===== src/sv/lip_pkg.sv =====
// lip_pkg: shared types, predictor mode codes and per-lane pixel helpers
// for the lossless inverse predictor. No dependencies.
`timescale 1ns / 1ps

package lip_pkg;

    // Predictor mode codes
    localparam logic [3:0] MODE_BLACK     = 4'd0;
    localparam logic [3:0] MODE_LEFT      = 4'd1;
    localparam logic [3:0] MODE_TOP       = 4'd2;
    localparam logic [3:0] MODE_TOP_RIGHT = 4'd3;
    localparam logic [3:0] MODE_TOP_LEFT  = 4'd4;
    localparam logic [3:0] MODE_AVG_LTR_T = 4'd5;
    localparam logic [3:0] MODE_AVG_L_TL  = 4'd6;
    localparam logic [3:0] MODE_AVG_L_T   = 4'd7;
    localparam logic [3:0] MODE_AVG_TL_T  = 4'd8;
    localparam logic [3:0] MODE_AVG_T_TR  = 4'd9;
    localparam logic [3:0] MODE_AVG_QUAD  = 4'd10;
    localparam logic [3:0] MODE_SELECT    = 4'd11;
    localparam logic [3:0] MODE_ADD_FULL  = 4'd12;
    localparam logic [3:0] MODE_ADD_HALF  = 4'd13;

    // Pixel constants
    localparam logic [31:0] LANE_MASK_HALF = 32'hFEFE_FEFE;
    localparam logic [31:0] MASK_AG        = 32'hFF00_FF00;
    localparam logic [31:0] MASK_RB        = 32'h00FF_00FF;
    localparam logic [31:0] BLACK_PIXEL    = 32'hFF00_0000;
    localparam logic [7:0]  LANE_MAX       = 8'hFF;

    typedef logic [31:0] pixel_t;

    // Neighbor pixels of the current position
    typedef struct packed {
        pixel_t left;
        pixel_t top;
        pixel_t top_left;
        pixel_t top_right;
    } nbr_t;

    // Per-lane truncating average
    function automatic pixel_t avg2(input pixel_t a, input pixel_t b);
        return (((a ^ b) & LANE_MASK_HALF) >> 1) + (a & b);
    endfunction

    // Per-lane add with wrap
    function automatic pixel_t lane_add(input pixel_t a, input pixel_t b);
        pixel_t ag;
        pixel_t rb;
        ag = (a & MASK_AG) + (b & MASK_AG);
        rb = (a & MASK_RB) + (b & MASK_RB);
        return (ag & MASK_AG) | (rb & MASK_RB);
    endfunction

    // Clamp a signed lane value in -512..511 to 0..255
    function automatic logic [7:0] clip8(input logic signed [9:0] v);
        logic [7:0] r;
        if (v[9])
        begin
            r = 8'd0;
        end
        else if (v[8])
        begin
            r = LANE_MAX;
        end
        else
        begin
            r = v[7:0];
        end
        return r;
    endfunction

endpackage


===== src/sv/lip_predictor.sv =====
// lip_predictor: combinational prediction for one pixel from its
// neighbors and the mode code. Depends on lip_pkg.
`timescale 1ns / 1ps

module lip_predictor
(
    input  logic [3:0]     command,
    input  lip_pkg::nbr_t  nbr,
    output lip_pkg::pixel_t pred
);

    lip_pkg::pixel_t avg_l_tr;
    lip_pkg::pixel_t avg_l_tl;
    lip_pkg::pixel_t avg_l_t;
    lip_pkg::pixel_t avg_tl_t;
    lip_pkg::pixel_t avg_t_tr;
    lip_pkg::pixel_t full_pred;
    lip_pkg::pixel_t half_pred;
    logic [7:0]      abs_l [4];
    logic [7:0]      abs_t [4];
    logic [9:0]      sum_l;
    logic [9:0]      sum_t;

    // Shared averages
    assign avg_l_tr = lip_pkg::avg2(nbr.left, nbr.top_right);
    assign avg_l_tl = lip_pkg::avg2(nbr.left, nbr.top_left);
    assign avg_l_t  = lip_pkg::avg2(nbr.left, nbr.top);
    assign avg_tl_t = lip_pkg::avg2(nbr.top_left, nbr.top);
    assign avg_t_tr = lip_pkg::avg2(nbr.top, nbr.top_right);

    // Per-lane gradient, clamped add-subtract and select distances
    for (genvar g = 0; g < 4; g++)
    begin : g_lane
        logic [7:0]        l8;
        logic [7:0]        t8;
        logic [7:0]        tl8;
        logic [7:0]        a8;
        logic signed [9:0] grad;
        logic signed [8:0] dl;
        logic signed [8:0] dt;
        logic signed [8:0] dh;
        logic signed [8:0] dh_round;
        logic signed [8:0] dh_half;
        logic signed [9:0] half_sum;

        assign l8  = nbr.left[8*g +: 8];
        assign t8  = nbr.top[8*g +: 8];
        assign tl8 = nbr.top_left[8*g +: 8];
        assign a8  = avg_l_t[8*g +: 8];

        // L + T - TL, clamp
        assign grad = $signed({2'b00, l8}) + $signed({2'b00, t8})
                    - $signed({2'b00, tl8});
        assign full_pred[8*g +: 8] = lip_pkg::clip8(grad);

        // a + (a - TL) / 2, halving toward zero, clamp
        assign dh       = $signed({1'b0, a8}) - $signed({1'b0, tl8});
        assign dh_round = dh + $signed({8'd0, dh[8]});
        assign dh_half  = dh_round >>> 1;
        assign half_sum = $signed({2'b00, a8}) + $signed({dh_half[8], dh_half});
        assign half_pred[8*g +: 8] = lip_pkg::clip8(half_sum);

        // Lane distances from TL
        assign dl = $signed({1'b0, l8}) - $signed({1'b0, tl8});
        assign dt = $signed({1'b0, t8}) - $signed({1'b0, tl8});
        assign abs_l[g] = dl[8] ? 8'(-dl) : dl[7:0];
        assign abs_t[g] = dt[8] ? 8'(-dt) : dt[7:0];
    end

    // Sum distances over lanes
    assign sum_l = 10'(abs_l[0]) + 10'(abs_l[1]) + 10'(abs_l[2]) + 10'(abs_l[3]);
    assign sum_t = 10'(abs_t[0]) + 10'(abs_t[1]) + 10'(abs_t[2]) + 10'(abs_t[3]);

    // Pick the prediction for the mode
    always_comb
    begin
        case (command)
            lip_pkg::MODE_LEFT:      pred = nbr.left;
            lip_pkg::MODE_TOP:       pred = nbr.top;
            lip_pkg::MODE_TOP_RIGHT: pred = nbr.top_right;
            lip_pkg::MODE_TOP_LEFT:  pred = nbr.top_left;
            lip_pkg::MODE_AVG_LTR_T: pred = lip_pkg::avg2(avg_l_tr, nbr.top);
            lip_pkg::MODE_AVG_L_TL:  pred = avg_l_tl;
            lip_pkg::MODE_AVG_L_T:   pred = avg_l_t;
            lip_pkg::MODE_AVG_TL_T:  pred = avg_tl_t;
            lip_pkg::MODE_AVG_T_TR:  pred = avg_t_tr;
            lip_pkg::MODE_AVG_QUAD:  pred = lip_pkg::avg2(avg_l_tl, avg_t_tr);
            lip_pkg::MODE_SELECT:    pred = (sum_l <= sum_t) ? nbr.top : nbr.left;
            lip_pkg::MODE_ADD_FULL:  pred = full_pred;
            lip_pkg::MODE_ADD_HALF:  pred = half_pred;
            default:                 pred = lip_pkg::BLACK_PIXEL;
        endcase
    end

endmodule


===== src/sv/lossless_inverse_predictor.sv =====
// Channel | Dir | Beat contents (low bits first)
// s_axis  | in  | tdata: residual, top, top_left, top_right, left_seed
//         |     | tuser: command[3:0], row_start[4]
// m_axis  | out | tdata: pixel
//
// One pixel per cycle sustained while m_axis_tready is high; an accepted
// beat passes through the input register, then the result register. The
// left neighbor loop runs through prediction, lane add and last_pixel_reg.
// Reset (rst_n low, asynchronous) empties both registers and clears the
// left neighbor to zero. A stalled result holds one beat while one more
// beat waits in the input register.
// Top level; depends on lip_pkg and lip_predictor.
`timescale 1ns / 1ps

module lossless_inverse_predictor
(
    input  logic         clk,
    input  logic         rst_n,
    input  logic         s_axis_tvalid,
    output logic         s_axis_tready,
    input  logic [159:0] s_axis_tdata,  // residual, top, top_left, top_right, left_seed
    input  logic [4:0]   s_axis_tuser,  // command[3:0], row_start[4]
    output logic         m_axis_tvalid,
    input  logic         m_axis_tready,
    output logic [31:0]  m_axis_tdata   // pixel
);

    logic            in_valid_reg;
    logic            in_valid_next;
    logic [3:0]      cmd_reg;
    logic            row_start_reg;
    lip_pkg::pixel_t residual_reg;
    lip_pkg::pixel_t top_reg;
    lip_pkg::pixel_t top_left_reg;
    lip_pkg::pixel_t top_right_reg;
    lip_pkg::pixel_t left_seed_reg;
    logic            out_valid_reg;
    logic            out_valid_next;
    lip_pkg::pixel_t pixel_reg;
    lip_pkg::pixel_t last_pixel_reg;
    lip_pkg::pixel_t pixel_next;
    lip_pkg::pixel_t pred;
    lip_pkg::nbr_t   nbr;
    logic            in_fire;
    logic            advance;

    // Handshake
    assign advance       = in_valid_reg && (!out_valid_reg || m_axis_tready);
    assign s_axis_tready = !in_valid_reg || advance;
    assign in_fire       = s_axis_tvalid && s_axis_tready;

    assign in_valid_next  = in_fire || (in_valid_reg && !advance);
    assign out_valid_next = advance || (out_valid_reg && !m_axis_tready);

    // Control registers
    always_ff @(posedge clk or negedge rst_n)
    begin
        if (!rst_n)
        begin
            in_valid_reg   <= 1'b0;
            out_valid_reg  <= 1'b0;
            last_pixel_reg <= '0;
        end
        else
        begin
            in_valid_reg  <= in_valid_next;
            out_valid_reg <= out_valid_next;
            if (advance)
            begin
                last_pixel_reg <= pixel_next;
            end
        end
    end

    // Capture the input beat
    always_ff @(posedge clk)
    begin
        if (in_fire)
        begin
            cmd_reg       <= s_axis_tuser[3:0];
            row_start_reg <= s_axis_tuser[4];
            residual_reg  <= s_axis_tdata[31:0];
            top_reg       <= s_axis_tdata[63:32];
            top_left_reg  <= s_axis_tdata[95:64];
            top_right_reg <= s_axis_tdata[127:96];
            left_seed_reg <= s_axis_tdata[159:128];
        end
    end

    // Neighbors: left comes from the seed at a run start
    assign nbr.left      = row_start_reg ? left_seed_reg : last_pixel_reg;
    assign nbr.top       = top_reg;
    assign nbr.top_left  = top_left_reg;
    assign nbr.top_right = top_right_reg;

    lip_predictor u_predictor
    (
        .command (cmd_reg),
        .nbr     (nbr),
        .pred    (pred)
    );

    // Reconstruct and hold the result beat
    assign pixel_next = lip_pkg::lane_add(residual_reg, pred);

    always_ff @(posedge clk)
    begin
        if (advance)
        begin
            pixel_reg <= pixel_next;
        end
    end

    assign m_axis_tvalid = out_valid_reg;
    assign m_axis_tdata  = pixel_reg;

    // The stored last pixel always matches the pending result
    a_last_matches_out: assert property (@(posedge clk) disable iff (!rst_n)
        m_axis_tvalid |-> last_pixel_reg == pixel_reg)
        else $error("last pixel differs from pending result");

    // A held input beat is never dropped
    a_hold_input: assert property (@(posedge clk) disable iff (!rst_n)
        in_valid_reg && !advance |=> in_valid_reg)
        else $error("input beat dropped while stalled");

    // Left mode with zero residual at a run start returns the seed
    a_seed_pass: assert property (@(posedge clk) disable iff (!rst_n)
        advance && row_start_reg && cmd_reg == lip_pkg::MODE_LEFT
            && residual_reg == '0 |=> pixel_reg == $past(left_seed_reg))
        else $error("seed not passed through in left mode");

endmodule

===== config.mk =====
export PLATFORM = sky130hd
export DESIGN_NAME = lossless_inverse_predictor
export DESIGN_NICKNAME = d
export VERILOG_FILES = /design/src/sv/lip_pkg.sv /design/src/sv/lip_predictor.sv /design/src/sv/lossless_inverse_predictor.sv
export SDC_FILE = /design/constraint.sdc
export NUM_CORES = 2
export LEC_CHECK = 0
export ABC_CLOCK_PERIOD_IN_PS = 13200
export BUFFER_PORTS_ARGS = -buffer_cell sky130_fd_sc_hd__buf_2
export CAP_MARGIN = 20
export CORE_MARGIN = 1
export CORE_UTILIZATION = 50
export CTS_CLUSTER_DIAMETER = 100
export DETAILED_ROUTE_END_ITERATION = 12
export PLACE_DENSITY_LB_ADDON = 0.25
export SLEW_MARGIN = 25
export SYNTH_ARGS = -nofsm -noshare
export SYNTH_HDL_FRONTEND = slang
export SYNTH_HIERARCHICAL = 1
export SYNTH_SLANG_ARGS = --single-unit

===== constraint.sdc =====
create_clock -name clk -period 13.2 [get_ports clk]
set_input_delay 0 -clock clk [delete_from_list [all_inputs] [get_ports clk]]
set_output_delay 0 -clock clk [all_outputs]
set_load 0.02 [all_outputs]

==> run metrics <==
crit path launch type=register; CP max stage delay=0.94 ns; die height=268 um; Max-Cap Viols=0; largest net degree at the start of global routing=71; synthesis-to-finish area growth=13.9%; Peak Freq=89.3 MHz; crit path buf inv count=8; Layout Nets=5271; Num CTS Buffers=28; Crit. path cell count=47; later-pin clock latency in the skew report=0.62 ns; endpoint class of the critical path=register; Fin. Hold Viols=0; asr flop ratio synth=14.7%; CP Data Arrival Time=11.57 ns; post-synth top area share=22.4%; Post-Route WL=125000 um; DRC errors left=0; Worst Path Max Fanout=19; postcts setup bufs=0; Fillers=6355; Setup CP Type=reg -> reg; Die ar.=71800 um2; Critical-path top delay cell=edfxtp_1; Synth Register Bits=231; routability cong.=1.02; RSZ-0062 raised after global routing=no; worst flop-to-flop path startpoint=row_start_reg; die width=268 um; drt initial violations=3647; Resized Gates After CTS=0; worst r2r dst=m_axis_tdata[30]; most frequent cell after synthesis=ha_1; DRT antenna net count=0; critical path startpoint=row_start_reg; initial antenna violation count=3; final max-slew violation count=0; Synth top cells by count=ha_1, inv_1, a21oi_1; worst setup margin=2.00 ns; Root Driver=clkbuf_16; Sink Count=231; core area=70000 um2; R2R depth=47; Initial Utilization=50.5%; wire per inst=23.4 um; Yosys top cell by area=ha_1; CTS H-tree lvls=1; register area share after synthesis=19.1%; Final Cycle Share=84.8%; # setup viols final=0; Final Cell Area=40300 um2; Netlist cell types=93; routed vias=33065; ranking of synthesized cells by area=ha_1, edfxtp_1, xnor2_1; Slew headroom=37.3%; row cnt=97; syn avg cell area=8.81 um2; Setup TNS=0 ns; CP most frequent cell=inv_1; 1st-pass router iterations=6; share of layout cells above drive strength 1=9.59%; first-pass GRT wire length=184000 um; Final Util=57.5%; GRT Util Overall=34.1%; placed instance area=37600 um2; Worst-path clk slew=0.07 ns; Via density=6.19; clock skew=0.0280 ns; PortBufs=202; cell family with most CP delay=compound AO/OA/AOI/OAI gates; synthesized cell area=35400 um2; Reg2Reg Setup Slack=2.00 ns; vias in the first global route=30524; EDFF count, synth=197; syn nets=4905; gr ovfl total=0; TritonCTS clock tree=built; status=completed; Post-Syn Instances=4013; fin crit period=11.20 ns; Post-Place Setup Slack=2.17 ns; DP HPWL=101000 um; end of the critical path=m_axis_tdata[30]; clock tree buffer depth=3; Least-Margin Pin Slew=0.934 ns; Ys Warns=6; worst min path class=in -> async; prevailing post-synth register cell=edfxtp_1; Critical Path RT=13.57 ns; I/O pin cnt=203
==> how the worst min path moves through the flow <==
stage          cells past startpoint                  to               from
3_5_place_dp                       1  last_pixel_reg[29]              rst_n
6_report                           2  last_pixel_reg[29]              rst_n
5_1_grt                            2   top_right_reg[28]  s_axis_tdata[124]
3_3_place_gp                       1  last_pixel_reg[29]              rst_n
2_1_floorplan                      0        in_valid_reg              rst_n
4_1_cts                            2  last_pixel_reg[30]              rst_n
==> per-stage QoR <==
stage                     std cells  hold slack (ns)
after floorplan                4013           -0.296
after global placement         5120            0.166
after detailed placement       5120            0.163
after CTS                      5341           0.0380
after global routing           5341           0.0725
final                          5342          0.00286
==> repair_timing <==
action                                 in CTS  in global routing
endpoints found under the hold margin     238                  0
hold buffers                              169                  0
setup endpoints to repair                   0                  0
==> logic make-up after synthesis <==
logic type                 Yosys count  share of synthesized area [%]
AOI/OAI and AO/OA                 1152                           21.6
xor gates and xnor gates           403                           10.3
adders and majority gates          723                           27.5
buffers and inverters              451                           4.99
DFF                                231                           19.1
muxes                              113                           3.43
and+or+nand+nor                    940                           13.1
==> final cells by class <==
| class | instances | area, um2 | share of cell area [%] |
|---|---|---|---|
| inverter | 364 | 1370 | 3.39 |
| tap | 940 | 1180 | 2.92 |
| multi-input combinational | 3331 | 26900 | 66.7 |
| clock buffer | 40 | 816 | 2.03 |
| sequential | 231 | 6770 | 16.8 |
| antenna | 1 | 2.50 | 0.00622 |
| clock inverter | 12 | 183 | 0.454 |
| timing repair buffer | 423 | 3090 | 7.68 |
==> per-layer routing <==
metal / vias to the layer above / part of all wire [%] / global-route usage (%)
li1: 15414 / - / -
met1: 15934 / 46 / 50.8
met2: 1546 / 41 / 49.9
met3: 167 / 11 / 6.80
met4: 4 / 2.7 / 8.19
met5: - / 0.019 / 0
==> cell usage in the layout (no fill, tap or decap), types with 43 or more instances in the layout <==
master	n
ha_1	632
inv_1	363
a21oi_1	296
xnor2_1	277
nor2_1	272
nand2_1	217
buf_2	202
o21ai_0	197
edfxtp_1	197
dlygate4sd3_1	169
a21o_1	119
xor2_1	119
fa_1	91
nand3_1	66
o21bai_1	61
a22oi_1	61
mux2_2	60
nor2b_1	60
nor3_1	52
buf_4	52
mux2i_1	52
o21a_1	50
nand2b_1	46
nand4_1	46
a31oi_1	46
o211ai_1	43
Power is not shown: default switching activity piles up to over one toggle a cycle in this logic, so the estimate is an artifact.
